===== config.mk =====
export PLATFORM = sky130hd
export DESIGN_NAME = ip_fragment_reassembly_tracker_top_flat
export DESIGN_NICKNAME = d
export VERILOG_FILES = /design/src/sv/ifrt_pkg.sv /design/src/sv/ifrt_if.sv /design/src/sv/ifrt_cell.sv /design/src/sv/ip_fragment_reassembly_tracker_top.sv /design/src/flat_wrapper.sv
export SDC_FILE = /design/constraint.sdc
export NUM_CORES = 2
export LEC_CHECK = 0
export ABC_AREA = 1
export ABC_CLOCK_PERIOD_IN_PS = 18000
export BUFFER_PORTS_ARGS = -buffer_cell sky130_fd_sc_hd__buf_2
export CORE_AREA = 2 2 550 442
export CTS_BUF_LIST = sky130_fd_sc_hd__clkbuf_4 sky130_fd_sc_hd__clkbuf_8
export CTS_CLUSTER_SIZE = 14
export DETAILED_ROUTE_END_ITERATION = 6
export DIE_AREA = 0 0 552 444
export GPL_ROUTABILITY_DRIVEN = 0
export PLACE_DENSITY_LB_ADDON = 0.08
export SLEW_MARGIN = 5
export SYNTH_ARGS = -nofsm -noshare
export SYNTH_HDL_FRONTEND = slang
export SYNTH_SLANG_ARGS = --single-unit

===== constraint.sdc =====
create_clock -name clk -period 18 [get_ports clk]
set_clock_uncertainty 0.2 [all_clocks]
set_input_delay 1.8 -clock clk [delete_from_list [all_inputs] [get_ports clk]]
set_output_delay 1.8 -clock clk [all_outputs]
set_load 0.01 [all_outputs]

===== src/sv/ifrt_pkg.sv =====
package ifrt_pkg;

    localparam int SLOT_COUNT_DEF   = 8;
    localparam int MAX_DATAGRAM_DEF = 65535;

    localparam int OFFSET_BITS = 13;
    localparam int MORE_BIT    = 13;

    localparam logic [15:0] TIMEOUT_RST = 16'd5000;
    localparam logic [15:0] CLEANUP_RST = 16'd1000;

    localparam int CFG_IDX_W  = 1;
    localparam int CFG_DATA_W = 16;
    localparam logic [CFG_IDX_W-1:0] REG_TIMEOUT = 1'd0;
    localparam logic [CFG_IDX_W-1:0] REG_CLEANUP = 1'd1;

    localparam logic KIND_FRAG = 1'b0;
    localparam logic KIND_TICK = 1'b1;

    typedef enum logic [2:0] {
        STATUS_PASS     = 3'd0,
        STATUS_DROP     = 3'd1,
        STATUS_STORED   = 3'd2,
        STATUS_COMPLETE = 3'd3,
        STATUS_TICK     = 3'd4
    } status_t;

    typedef enum logic [1:0] {
        S_IDLE,
        S_SCAN,
        S_DONE
    } state_t;

    // lookup word walking along the slot cells
    typedef struct packed {
        logic        valid;
        logic        kind;
        logic        sweep;
        logic [31:0] now;
        logic [31:0] src;
        logic [15:0] ident;
        logic        found;
        logic [15:0] hw;
        logic [15:0] expected;
        logic        free_found;
    } tok_t;

    // slot update broadcast at the end of a fragment
    typedef struct packed {
        logic        en;
        logic        alloc;
        logic        used;
        logic [31:0] src;
        logic [15:0] ident;
        logic [31:0] deadline;
        logic [15:0] hw;
        logic [15:0] expected;
    } commit_t;

endpackage


===== src/sv/ifrt_if.sv =====
interface ifrt_req_if;
    logic        valid;
    logic        ready;
    logic        kind;
    logic [31:0] now_ms;
    logic [31:0] src_addr;
    logic [15:0] ident;
    logic [15:0] frag_word;
    logic [3:0]  header_words;
    logic [15:0] total_length;

    modport source (
        output valid, kind, now_ms, src_addr, ident, frag_word, header_words, total_length,
        input  ready
    );
    modport sink (
        input  valid, kind, now_ms, src_addr, ident, frag_word, header_words, total_length,
        output ready
    );
endinterface

interface ifrt_rsp_if;
    logic        valid;
    logic        ready;
    logic [2:0]  status;
    logic [2:0]  slot_index;
    logic        copy_payload;
    logic [15:0] write_offset;
    logic [15:0] copy_length;
    logic [15:0] reassembled_length;
    logic [7:0]  expired_mask;

    modport source (
        output valid, status, slot_index, copy_payload, write_offset, copy_length,
               reassembled_length, expired_mask,
        input  ready
    );
    modport sink (
        input  valid, status, slot_index, copy_payload, write_offset, copy_length,
               reassembled_length, expired_mask,
        output ready
    );
endinterface


===== src/sv/ifrt_cell.sv =====
module ifrt_cell #(
    parameter int SLOT_COUNT = ifrt_pkg::SLOT_COUNT_DEF,
    parameter int CELL_IDX   = 0,
    localparam int IDX_W     = (SLOT_COUNT > 1) ? $clog2(SLOT_COUNT) : 1
) (
    input  logic                  clk,
    input  logic                  rst_n,
    input  ifrt_pkg::tok_t        up_tok,
    input  logic [IDX_W-1:0]      up_match,
    input  logic [IDX_W-1:0]      up_free,
    input  logic [SLOT_COUNT-1:0] up_mask,
    output ifrt_pkg::tok_t        dn_tok,
    output logic [IDX_W-1:0]      dn_match,
    output logic [IDX_W-1:0]      dn_free,
    output logic [SLOT_COUNT-1:0] dn_mask,
    input  ifrt_pkg::commit_t     commit,
    input  logic [IDX_W-1:0]      commit_idx
);

    localparam logic [IDX_W-1:0] MY_IDX = IDX_W'(CELL_IDX);

    logic                  used_reg, used_next;
    logic [31:0]           src_reg;
    logic [15:0]           ident_reg;
    logic [15:0]           hw_reg;
    logic [15:0]           exp_reg;
    logic [31:0]           deadline_reg;

    ifrt_pkg::tok_t        tok_reg, tok_next;
    logic [IDX_W-1:0]      match_reg, match_next;
    logic [IDX_W-1:0]      free_reg, free_next;
    logic [SLOT_COUNT-1:0] mask_reg, mask_next;

    logic hit;
    logic vacant;
    logic expire;
    logic wr;

    always_comb
    begin
        hit    = up_tok.valid && (up_tok.kind == ifrt_pkg::KIND_FRAG) && !up_tok.found
                 && used_reg && (src_reg == up_tok.src) && (ident_reg == up_tok.ident);
        vacant = up_tok.valid && (up_tok.kind == ifrt_pkg::KIND_FRAG) && !up_tok.free_found
                 && !used_reg;
        expire = up_tok.valid && (up_tok.kind == ifrt_pkg::KIND_TICK) && up_tok.sweep
                 && used_reg && (up_tok.now > deadline_reg);
        wr     = commit.en && (commit_idx == MY_IDX);

        tok_next   = up_tok;
        match_next = up_match;
        free_next  = up_free;
        mask_next  = up_mask;
        if (hit)
        begin
            tok_next.found    = 1'b1;
            tok_next.hw       = hw_reg;
            tok_next.expected = exp_reg;
            match_next        = MY_IDX;
        end
        if (vacant)
        begin
            tok_next.free_found = 1'b1;
            free_next           = MY_IDX;
        end
        if (expire)
        begin
            mask_next[CELL_IDX] = 1'b1;
        end

        used_next = used_reg;
        if (expire)
        begin
            used_next = 1'b0;
        end
        else if (wr)
        begin
            used_next = commit.used;
        end
    end

    always_ff @(posedge clk or negedge rst_n)
    begin
        if (!rst_n)
        begin
            used_reg <= 1'b0;
            tok_reg  <= '0;
        end
        else
        begin
            used_reg <= used_next;
            tok_reg  <= tok_next;
        end
    end

    always_ff @(posedge clk)
    begin
        match_reg <= match_next;
        free_reg  <= free_next;
        mask_reg  <= mask_next;
        if (wr)
        begin
            hw_reg  <= commit.hw;
            exp_reg <= commit.expected;
            if (commit.alloc)
            begin
                src_reg      <= commit.src;
                ident_reg    <= commit.ident;
                deadline_reg <= commit.deadline;
            end
        end
    end

    assign dn_tok   = tok_reg;
    assign dn_match = match_reg;
    assign dn_free  = free_reg;
    assign dn_mask  = mask_reg;

endmodule


===== src/sv/ip_fragment_reassembly_tracker_top.sv =====
// Tracks IPv4 fragment reassembly over SLOT_COUNT slots held in a row of cells. Each word on
// req is a fragment or a housekeeping tick; each yields exactly one word on rsp. An accepted
// word walks the slot cells one cell per cycle, collecting the matching slot, the lowest
// free slot and, on a tick due for a sweep, the expired slots; the chosen slot is then
// updated and the result registered. req is ready only between items, while a finished
// result may still wait on rsp. The payload buffer itself lives outside; copy_payload,
// write_offset and copy_length tell it what to store. Configuration writes are taken at
// any time but are meant for idle periods.
module ip_fragment_reassembly_tracker_top #(
    parameter int SLOT_COUNT   = ifrt_pkg::SLOT_COUNT_DEF,
    parameter int MAX_DATAGRAM = ifrt_pkg::MAX_DATAGRAM_DEF
) (
    input  logic                            clk,
    input  logic                            rst_n,
    ifrt_req_if.sink                        req,
    ifrt_rsp_if.source                      rsp,
    input  logic                            cfg_we,
    input  logic [ifrt_pkg::CFG_IDX_W-1:0]  cfg_index,
    input  logic [ifrt_pkg::CFG_DATA_W-1:0] cfg_data
);

    localparam int IDX_W = (SLOT_COUNT > 1) ? $clog2(SLOT_COUNT) : 1;

    ifrt_pkg::state_t state_reg, state_next;

    logic [15:0] timeout_reg;
    logic [15:0] interval_reg;
    logic [31:0] last_sweep_reg;

    ifrt_pkg::tok_t inj_tok_reg;
    logic           more_reg;
    logic           pass_reg;
    logic [15:0]    offset_reg;
    logic [15:0]    payload_reg;
    logic [31:0]    deadline_reg;

    logic                  fin_found_reg;
    logic                  fin_free_found_reg;
    logic [15:0]           fin_hw_reg;
    logic [15:0]           fin_exp_reg;
    logic [IDX_W-1:0]      fin_match_reg;
    logic [IDX_W-1:0]      fin_free_reg;
    logic [SLOT_COUNT-1:0] fin_mask_reg;
    logic [16:0]           end_reg;

    logic        out_valid_reg;
    logic [2:0]  status_reg;
    logic [2:0]  slot_index_reg;
    logic        copy_reg;
    logic [15:0] wr_offset_reg;
    logic [15:0] copy_len_reg;
    logic [15:0] reasm_len_reg;
    logic [7:0]  exp_mask_reg;

    ifrt_pkg::tok_t        chain_tok   [SLOT_COUNT+1];
    logic [IDX_W-1:0]      chain_match [SLOT_COUNT+1];
    logic [IDX_W-1:0]      chain_free  [SLOT_COUNT+1];
    logic [SLOT_COUNT-1:0] chain_mask  [SLOT_COUNT+1];

    ifrt_pkg::commit_t commit;
    logic [IDX_W-1:0]  commit_idx;

    logic        accept;
    logic        scan_end;
    logic        load_out;
    logic [5:0]  hlen;
    logic [31:0] elapsed;

    logic                    have;
    logic [IDX_W-1:0]        sel;
    logic [15:0]             base_hw;
    logic [15:0]             base_exp;
    logic                    do_copy;
    logic [15:0]             new_hw;
    logic [15:0]             new_exp;
    logic                    complete;
    logic [IDX_W+2:0]        sel_ext;
    logic [SLOT_COUNT+7:0]   mask_ext;
    ifrt_pkg::status_t       status_sel;

    // cell chain
    assign chain_tok[0]   = inj_tok_reg;
    assign chain_match[0] = '0;
    assign chain_free[0]  = '0;
    assign chain_mask[0]  = '0;

    for (genvar g = 0; g < SLOT_COUNT; g++)
    begin : g_cell
        ifrt_cell #(
            .SLOT_COUNT (SLOT_COUNT),
            .CELL_IDX   (g)
        ) u_cell (
            .clk        (clk),
            .rst_n      (rst_n),
            .up_tok     (chain_tok[g]),
            .up_match   (chain_match[g]),
            .up_free    (chain_free[g]),
            .up_mask    (chain_mask[g]),
            .dn_tok     (chain_tok[g+1]),
            .dn_match   (chain_match[g+1]),
            .dn_free    (chain_free[g+1]),
            .dn_mask    (chain_mask[g+1]),
            .commit     (commit),
            .commit_idx (commit_idx)
        );
    end

    assign scan_end = chain_tok[SLOT_COUNT].valid;

    // control
    always_comb
    begin
        state_next = state_reg;
        accept     = 1'b0;
        load_out   = 1'b0;
        unique case (state_reg)
            ifrt_pkg::S_IDLE:
            begin
                accept = req.valid;
                if (req.valid)
                begin
                    state_next = ifrt_pkg::S_SCAN;
                end
            end
            ifrt_pkg::S_SCAN:
            begin
                if (scan_end)
                begin
                    state_next = ifrt_pkg::S_DONE;
                end
            end
            ifrt_pkg::S_DONE:
            begin
                if (!out_valid_reg || rsp.ready)
                begin
                    load_out   = 1'b1;
                    state_next = ifrt_pkg::S_IDLE;
                end
            end
            default:
            begin
                state_next = ifrt_pkg::S_IDLE;
            end
        endcase
    end

    assign req.ready = (state_reg == ifrt_pkg::S_IDLE);

    always_ff @(posedge clk or negedge rst_n)
    begin
        if (!rst_n)
        begin
            state_reg <= ifrt_pkg::S_IDLE;
        end
        else
        begin
            state_reg <= state_next;
        end
    end

    // configuration and sweep time
    always_ff @(posedge clk or negedge rst_n)
    begin
        if (!rst_n)
        begin
            timeout_reg    <= ifrt_pkg::TIMEOUT_RST;
            interval_reg   <= ifrt_pkg::CLEANUP_RST;
            last_sweep_reg <= '0;
        end
        else
        begin
            if (cfg_we)
            begin
                unique case (cfg_index)
                    ifrt_pkg::REG_TIMEOUT: timeout_reg  <= cfg_data;
                    ifrt_pkg::REG_CLEANUP: interval_reg <= cfg_data;
                    default: ;
                endcase
            end
            if (accept && (req.kind == ifrt_pkg::KIND_TICK) && (elapsed > 32'(interval_reg)))
            begin
                last_sweep_reg <= req.now_ms;
            end
        end
    end

    // item capture
    assign hlen    = {req.header_words, 2'b00};
    assign elapsed = req.now_ms - last_sweep_reg;

    always_ff @(posedge clk or negedge rst_n)
    begin
        if (!rst_n)
        begin
            inj_tok_reg <= '0;
        end
        else
        begin
            inj_tok_reg.valid <= accept;
            if (accept)
            begin
                inj_tok_reg.kind       <= req.kind;
                inj_tok_reg.sweep      <= (elapsed > 32'(interval_reg));
                inj_tok_reg.now        <= req.now_ms;
                inj_tok_reg.src        <= req.src_addr;
                inj_tok_reg.ident      <= req.ident;
                inj_tok_reg.found      <= 1'b0;
                inj_tok_reg.hw         <= '0;
                inj_tok_reg.expected   <= '0;
                inj_tok_reg.free_found <= 1'b0;
            end
        end
    end

    always_ff @(posedge clk)
    begin
        if (accept)
        begin
            more_reg     <= req.frag_word[ifrt_pkg::MORE_BIT];
            pass_reg     <= (req.frag_word[ifrt_pkg::OFFSET_BITS-1:0] == '0)
                            && !req.frag_word[ifrt_pkg::MORE_BIT];
            offset_reg   <= {req.frag_word[ifrt_pkg::OFFSET_BITS-1:0], 3'b000};
            payload_reg  <= (req.total_length > 16'(hlen))
                            ? (req.total_length - 16'(hlen)) : '0;
            deadline_reg <= req.now_ms + 32'(timeout_reg);
        end
        if (scan_end)
        begin
            fin_found_reg      <= chain_tok[SLOT_COUNT].found;
            fin_free_found_reg <= chain_tok[SLOT_COUNT].free_found;
            fin_hw_reg         <= chain_tok[SLOT_COUNT].hw;
            fin_exp_reg        <= chain_tok[SLOT_COUNT].expected;
            fin_match_reg      <= chain_match[SLOT_COUNT];
            fin_free_reg       <= chain_free[SLOT_COUNT];
            fin_mask_reg       <= chain_mask[SLOT_COUNT];
            end_reg            <= {1'b0, offset_reg} + {1'b0, payload_reg};
        end
    end

    // slot update and result
    always_comb
    begin
        have     = fin_found_reg || fin_free_found_reg;
        sel      = fin_found_reg ? fin_match_reg : fin_free_reg;
        base_hw  = fin_found_reg ? fin_hw_reg : '0;
        base_exp = fin_found_reg ? fin_exp_reg : '0;
        do_copy  = (end_reg <= 17'(MAX_DATAGRAM));
        new_hw   = (do_copy && (end_reg > {1'b0, base_hw})) ? end_reg[15:0] : base_hw;
        if (more_reg)
        begin
            new_exp = base_exp;
        end
        else
        begin
            new_exp = end_reg[16] ? 16'hFFFF : end_reg[15:0];
        end
        complete = (new_exp != '0) && (new_hw >= new_exp);
        sel_ext  = (IDX_W+3)'(sel);
        mask_ext = (SLOT_COUNT+8)'(fin_mask_reg);

        priority if (inj_tok_reg.kind == ifrt_pkg::KIND_TICK)
        begin
            status_sel = ifrt_pkg::STATUS_TICK;
        end
        else if (pass_reg)
        begin
            status_sel = ifrt_pkg::STATUS_PASS;
        end
        else if (!have)
        begin
            status_sel = ifrt_pkg::STATUS_DROP;
        end
        else if (complete)
        begin
            status_sel = ifrt_pkg::STATUS_COMPLETE;
        end
        else
        begin
            status_sel = ifrt_pkg::STATUS_STORED;
        end

        commit.en       = load_out && ((status_sel == ifrt_pkg::STATUS_STORED)
                                    || (status_sel == ifrt_pkg::STATUS_COMPLETE));
        commit.alloc    = !fin_found_reg;
        commit.used     = !complete;
        commit.src      = inj_tok_reg.src;
        commit.ident    = inj_tok_reg.ident;
        commit.deadline = deadline_reg;
        commit.hw       = new_hw;
        commit.expected = new_exp;
        commit_idx      = sel;
    end

    always_ff @(posedge clk or negedge rst_n)
    begin
        if (!rst_n)
        begin
            out_valid_reg <= 1'b0;
        end
        else if (load_out)
        begin
            out_valid_reg <= 1'b1;
        end
        else if (rsp.ready)
        begin
            out_valid_reg <= 1'b0;
        end
    end

    always_ff @(posedge clk)
    begin
        if (load_out)
        begin
            status_reg     <= status_sel;
            slot_index_reg <= '0;
            copy_reg       <= 1'b0;
            wr_offset_reg  <= '0;
            copy_len_reg   <= '0;
            reasm_len_reg  <= '0;
            exp_mask_reg   <= '0;
            if (status_sel == ifrt_pkg::STATUS_TICK)
            begin
                exp_mask_reg <= mask_ext[7:0];
            end
            if ((status_sel == ifrt_pkg::STATUS_STORED)
                || (status_sel == ifrt_pkg::STATUS_COMPLETE))
            begin
                slot_index_reg <= sel_ext[2:0];
                copy_reg       <= do_copy;
                wr_offset_reg  <= do_copy ? offset_reg : '0;
                copy_len_reg   <= do_copy ? payload_reg : '0;
                reasm_len_reg  <= complete ? new_exp : '0;
            end
        end
    end

    assign rsp.valid              = out_valid_reg;
    assign rsp.status             = status_reg;
    assign rsp.slot_index         = slot_index_reg;
    assign rsp.copy_payload       = copy_reg;
    assign rsp.write_offset       = wr_offset_reg;
    assign rsp.copy_length        = copy_len_reg;
    assign rsp.reassembled_length = reasm_len_reg;
    assign rsp.expired_mask       = exp_mask_reg;

endmodule


===== src/flat_wrapper.sv =====
// flat-port wrapper written by rule: the top's interface ports become plain ports
module ip_fragment_reassembly_tracker_top_flat 
#(
    parameter int SLOT_COUNT   = ifrt_pkg::SLOT_COUNT_DEF,
    parameter int MAX_DATAGRAM = ifrt_pkg::MAX_DATAGRAM_DEF
)
  (clk, rst_n, cfg_we, cfg_index, cfg_data, req_valid, req_kind, req_now_ms, req_src_addr, req_ident, req_frag_word, req_header_words, req_total_length, req_ready, rsp_valid, rsp_status, rsp_slot_index, rsp_copy_payload, rsp_write_offset, rsp_copy_length, rsp_reassembled_length, rsp_expired_mask, rsp_ready);
  ifrt_req_if req_i ();
  ifrt_rsp_if rsp_i ();
  input  logic clk;
  input  logic rst_n;
  input  logic cfg_we;
  input  logic [ifrt_pkg::CFG_IDX_W-1:0] cfg_index;
  input  logic [ifrt_pkg::CFG_DATA_W-1:0] cfg_data;
  input wire logic [$bits(req_i.valid)-1:0] req_valid;
  input wire logic [$bits(req_i.kind)-1:0] req_kind;
  input wire logic [$bits(req_i.now_ms)-1:0] req_now_ms;
  input wire logic [$bits(req_i.src_addr)-1:0] req_src_addr;
  input wire logic [$bits(req_i.ident)-1:0] req_ident;
  input wire logic [$bits(req_i.frag_word)-1:0] req_frag_word;
  input wire logic [$bits(req_i.header_words)-1:0] req_header_words;
  input wire logic [$bits(req_i.total_length)-1:0] req_total_length;
  output wire logic [$bits(req_i.ready)-1:0] req_ready;
  output wire logic [$bits(rsp_i.valid)-1:0] rsp_valid;
  output wire logic [$bits(rsp_i.status)-1:0] rsp_status;
  output wire logic [$bits(rsp_i.slot_index)-1:0] rsp_slot_index;
  output wire logic [$bits(rsp_i.copy_payload)-1:0] rsp_copy_payload;
  output wire logic [$bits(rsp_i.write_offset)-1:0] rsp_write_offset;
  output wire logic [$bits(rsp_i.copy_length)-1:0] rsp_copy_length;
  output wire logic [$bits(rsp_i.reassembled_length)-1:0] rsp_reassembled_length;
  output wire logic [$bits(rsp_i.expired_mask)-1:0] rsp_expired_mask;
  input wire logic [$bits(rsp_i.ready)-1:0] rsp_ready;
  assign req_i.valid = req_valid;
  assign req_i.kind = req_kind;
  assign req_i.now_ms = req_now_ms;
  assign req_i.src_addr = req_src_addr;
  assign req_i.ident = req_ident;
  assign req_i.frag_word = req_frag_word;
  assign req_i.header_words = req_header_words;
  assign req_i.total_length = req_total_length;
  assign req_ready = req_i.ready;
  assign rsp_valid = rsp_i.valid;
  assign rsp_status = rsp_i.status;
  assign rsp_slot_index = rsp_i.slot_index;
  assign rsp_copy_payload = rsp_i.copy_payload;
  assign rsp_write_offset = rsp_i.write_offset;
  assign rsp_copy_length = rsp_i.copy_length;
  assign rsp_reassembled_length = rsp_i.reassembled_length;
  assign rsp_expired_mask = rsp_i.expired_mask;
  assign rsp_i.ready = rsp_ready;
  ip_fragment_reassembly_tracker_top #(.SLOT_COUNT(SLOT_COUNT), .MAX_DATAGRAM(MAX_DATAGRAM)) u_core (.clk(clk), .rst_n(rst_n), .req(req_i), .rsp(rsp_i), .cfg_we(cfg_we), .cfg_index(cfg_index), .cfg_data(cfg_data));
endmodule

==> impl_metrics.json <==
{
  "status": "complete, no violations",
  "final_util": 0.4030,
  "final_max_slew_viol_count": 0,
  "synth-edff-count": 1084,
  "fin_nets": 7876,
  "critical_path_buf_inv_count": 1,
  "cap_viol_max_count": 0,
  "postCtsHoldBufs": 0,
  "via_per_inst": 4.611,
  "tightest_slew_ns": 1.235,
  "synth.avg_cell_area_sq_um": 12.23,
  "postSynthRegisterBits": 2166,
  "worst_ir_drop_vdd_uv": 80.32,
  "min_period_ns": 6.101,
  "grt_max_degree": 160,
  "die_area_sq_mm": 0.2451,
  "clk-insertion-delay-late_ns": 1.02,
  "ioPinCount": 204,
  "groute.usage.overall": 0.1844,
  "synth.yosys.warnings": 0,
  "slowest_delay_ns": 1.07,
  "timing.critical_path.from_type": "flip-flop",
  "timing.critical_path.cells": "buf_4 -> nand2_1 -> ha_1 -> nand2_1 -> nor2_1 -> o21ai_0 -> o211ai_1 -> nand2_1 -> o211ai_1 -> nand3_1 -> a21oi_1 -> ha_1 -> nand2_1 -> o21ai_0 -> nand2_1 -> nand2_1 -> nand2_1 -> nand2_1 -> a21oi_1 -> o21ai_0 -> nand3_2 -> nor2_1",
  "antenna_found_initial": 27,
  "synth-seq-area-share": 0.7099,
  "synthesis.instances": 6831,
  "slowest_stage": "sky130_fd_sc_hd__a21oi_1",
  "cts.reportedPaths.clkPinSlew_ns": 0.06,
  "die_x_um": 552,
  "finalSetupViolations": 0,
  "hold_viol_final": 0,
  "io_buffer_count": 198,
  "criticalPathCategory": "flip-flop to flip-flop",
  "grt_setup_unrepaired": "false",
  "holdWs_ns": 0.07817,
  "post-synth-top-area-cell": "sky130_fd_sc_hd__edfxtp_1",
  "detailedPlacementHpwl_mm": 155.0,
  "power.density_mw_per_mm2": 151.7,
  "arrival_ns": 6.70,
  "via_count_of_the_first_global_routing_pass": 52060,
  "synth.cell_area_sq_mm": 0.08353,
  "p_leak_nw": 43.65,
  "worst_setup_path_end_kind": "flip-flop",
  "yosys.cell_count.top_type": "sky130_fd_sc_hd__nand2_1",
  "cts_repair_resize_count": 0,
  "fmax_mhz": 163.9,
  "cts-htree-levels": 5,
  "via_count": 50050,
  "hold-path-cell-count": 0,
  "cp_common_cell": "sky130_fd_sc_hd__nand2_1",
  "timing.max_slew.rel_slack": 0.1768,
  "tritoncts_num_sinks": 2166,
  "row_count": 161,
  "synth_cell_type_count": 60,
  "grt_pass1_wl_mm": 335.6,
  "antenna_left": 0,
  "crit_path_max_fanout": 32,
  "clk_path_buf_depth": 4,
  "worstSetupPathDepth": 22,
  "final_sum_of_negative_setup_slack_ns": 0,
  "tritoncts": "built",
  "initial_core_util": 0.3484,
  "most_frequent_cells_after_synthesis": "1,591 x sky130_fd_sc_hd__nand2_1, 1,084 x sky130_fd_sc_hd__edfxtp_1, 1,001 x sky130_fd_sc_hd__dfrtp_1",
  "core_area_sq_mm": 0.2397,
  "crit_required_ns": 18.60,
  "area_growth_pct": 15.67,
  "largest_register_ffs": 854,
  "grt-ovfl-total": 0,
  "worst_path_dominant_cell_family": "simple AND/OR/NAND/NOR gates",
  "postSynth.topFlopCell": "sky130_fd_sc_hd__edfxtp_1",
  "synth_top_area_frac": 0.3897,
  "cts_setup_buffers": 0,
  "timing.reg2reg.worst_path_depth": 22,
  "ratio_of_final_minimum_period_to_clock_period": 0.3389,
  "async_reset_ff_frac": 0.4672,
  "drc_errors": 0,
  "drive_gt1_frac": 0.1324,
  "synth_area_leaders": "sky130_fd_sc_hd__edfxtp_1 39%, sky130_fd_sc_hd__dfrtp_1 30%, sky130_fd_sc_hd__nand2_1 7.1%",
  "wl_per_cell_um": 20.78,
  "cts-root-buf": "sky130_fd_sc_hd__clkbuf_8",
  "tritoncts.num_buffers": 363,
  "initialDrtViolationCount": 3434,
  "hold_path.class": "flip-flop to flip-flop",
  "fp.dieH_um": 444,
  "wirelength_mm": 225.6,
  "dr.pass1.iters": 5
}
[worst register-to-register path, stage by stage, from the launching register on]
cell	delay [ns]
sky130_fd_sc_hd__edfxtp_1	0.33
sky130_fd_sc_hd__buf_4	0.33
sky130_fd_sc_hd__nand2_1	0.18
sky130_fd_sc_hd__ha_1	0.39
sky130_fd_sc_hd__nand2_1	0.10
sky130_fd_sc_hd__nor2_1	0.16
sky130_fd_sc_hd__o21ai_0	0.11
sky130_fd_sc_hd__o211ai_1	0.11
sky130_fd_sc_hd__nand2_1	0.07
sky130_fd_sc_hd__o211ai_1	0.10
sky130_fd_sc_hd__nand3_1	0.82
sky130_fd_sc_hd__a21oi_1	1.07
sky130_fd_sc_hd__ha_1	0.26
sky130_fd_sc_hd__nand2_1	0.04
sky130_fd_sc_hd__o21ai_0	0.27
sky130_fd_sc_hd__nand2_1	0.08
sky130_fd_sc_hd__nand2_1	0.06
sky130_fd_sc_hd__nand2_1	0.04
sky130_fd_sc_hd__nand2_1	0.06
sky130_fd_sc_hd__a21oi_1	0.13
sky130_fd_sc_hd__o21ai_0	0.36
sky130_fd_sc_hd__nand3_2	0.46
sky130_fd_sc_hd__nor2_1	0.23
[placed cells by master (no fill, tap or decap), types with 10 or more instances in the layout]
master	synthesis	layout
sky130_fd_sc_hd__a211oi_1	27	27
sky130_fd_sc_hd__a21o_1	10	10
sky130_fd_sc_hd__a21oi_1	221	221
sky130_fd_sc_hd__a221oi_1	45	45
sky130_fd_sc_hd__a31oi_1	13	13
sky130_fd_sc_hd__buf_2	7	197
sky130_fd_sc_hd__buf_4	3	72
sky130_fd_sc_hd__clkbuf_4	0	154
sky130_fd_sc_hd__clkbuf_8	0	446
sky130_fd_sc_hd__clkinv_1	5	26
sky130_fd_sc_hd__clkinv_2	0	25
sky130_fd_sc_hd__dfrtp_1	1001	1000
sky130_fd_sc_hd__dfstp_2	11	11
sky130_fd_sc_hd__dfxtp_1	70	70
sky130_fd_sc_hd__edfxtp_1	1084	1084
sky130_fd_sc_hd__ha_1	368	368
sky130_fd_sc_hd__inv_1	960	959
sky130_fd_sc_hd__nand2_1	1591	1590
sky130_fd_sc_hd__nand3_1	199	199
sky130_fd_sc_hd__nand4_1	90	90
sky130_fd_sc_hd__nor2_1	332	316
sky130_fd_sc_hd__nor2_2	10	13
sky130_fd_sc_hd__nor2_4	0	13
sky130_fd_sc_hd__nor3_1	44	40
sky130_fd_sc_hd__nor4_1	41	41
sky130_fd_sc_hd__o211ai_1	13	13
sky130_fd_sc_hd__o21ai_0	170	170
sky130_fd_sc_hd__o21bai_1	10	10
sky130_fd_sc_hd__o221ai_1	12	12
sky130_fd_sc_hd__o22ai_1	72	72
sky130_fd_sc_hd__or2_2	31	31
sky130_fd_sc_hd__xnor2_1	54	54
sky130_fd_sc_hd__xor2_1	150	150
[metal layers]
layer / vias to the layer above / GRT usage / wire, um
met5: - / 0 / 22
met4: 4 / 0.05697 / 6518
met3: 364 / 0.02993 / 10380
met2: 1055 / 0.2937 / 102800
met1: 24760 / 0.2582 / 105900
li1: 23870 / - / -
[where the power goes]
group	switching, W	internal, W
combinational	0.00173	0.000918
sequential	0.00101	0.00636
clock	0.00199	0.00264
total	0.00473	0.00992
[cell families after synthesis]
kind of cell               synth area share
and+or+nand+nor                      0.1168
DFF                                  0.7099
buffers and inverters               0.04904
AOI/OAI and AO/OA                   0.04662
adders and majority gates           0.05608
xor gates and xnor gates            0.02139
other                            0.00004490
muxes                             0.0001198
[area by class of cell]
cell class | count | area (sq um)
timing repair buffer | 272 | 1582
clock buffer | 600 | 7295
fill | 22960 | 143100
tap | 3178 | 3976
sequential | 2166 | 59290
inverter | 966 | 3631
clock inverter | 69 | 533.0
multi-input combinational | 3596 | 20290
antenna | 7 | 17.52
[stage by stage]
| step | setup slack [ns] | area [sq um] | std cells | power (W) |
|---|---|---|---|---|
| after global placement | 11.12 | 88770 | 10180 | 0.01015 |
| final | 11.90 | 96620 | 10850 | 0.01465 |
| after detailed placement | 11.03 | 88770 | 10180 | 0.01018 |
| after floorplan | 6.275 | 83530 | 6833 | 0.008658 |
| after global routing | 11.23 | 96600 | 10850 | 0.01555 |
| after CTS | 11.91 | 96600 | 10850 | 0.01488 |
[worst paths after layout]
| kind | endpoint | start | slack (ns) |
|---|---|---|---|
| worst max-delay path | u_core.rsp.reassembled_length[15] | u_core.fin_found_reg | 11.90 |
| worst max register to register | u_core.rsp.reassembled_length[15] | u_core.fin_found_reg | 11.90 |
| max in group asynchronous | u_core.g_cell[6].u_cell.dn_tok[25] | rst_n | 13.25 |
| worst min register to register | u_core.g_cell[4].u_cell.dn_mask[0] | u_core.g_cell[3].u_cell.dn_mask[0] | 0.08 |
| worst min-delay path | u_core.g_cell[4].u_cell.dn_mask[0] | u_core.g_cell[3].u_cell.dn_mask[0] | 0.08 |
| min in group asynchronous | u_core.g_cell[6].u_cell.dn_tok[79] | rst_n | 0.67 |
No activity file was read; power rests on OpenSTA's default activity.
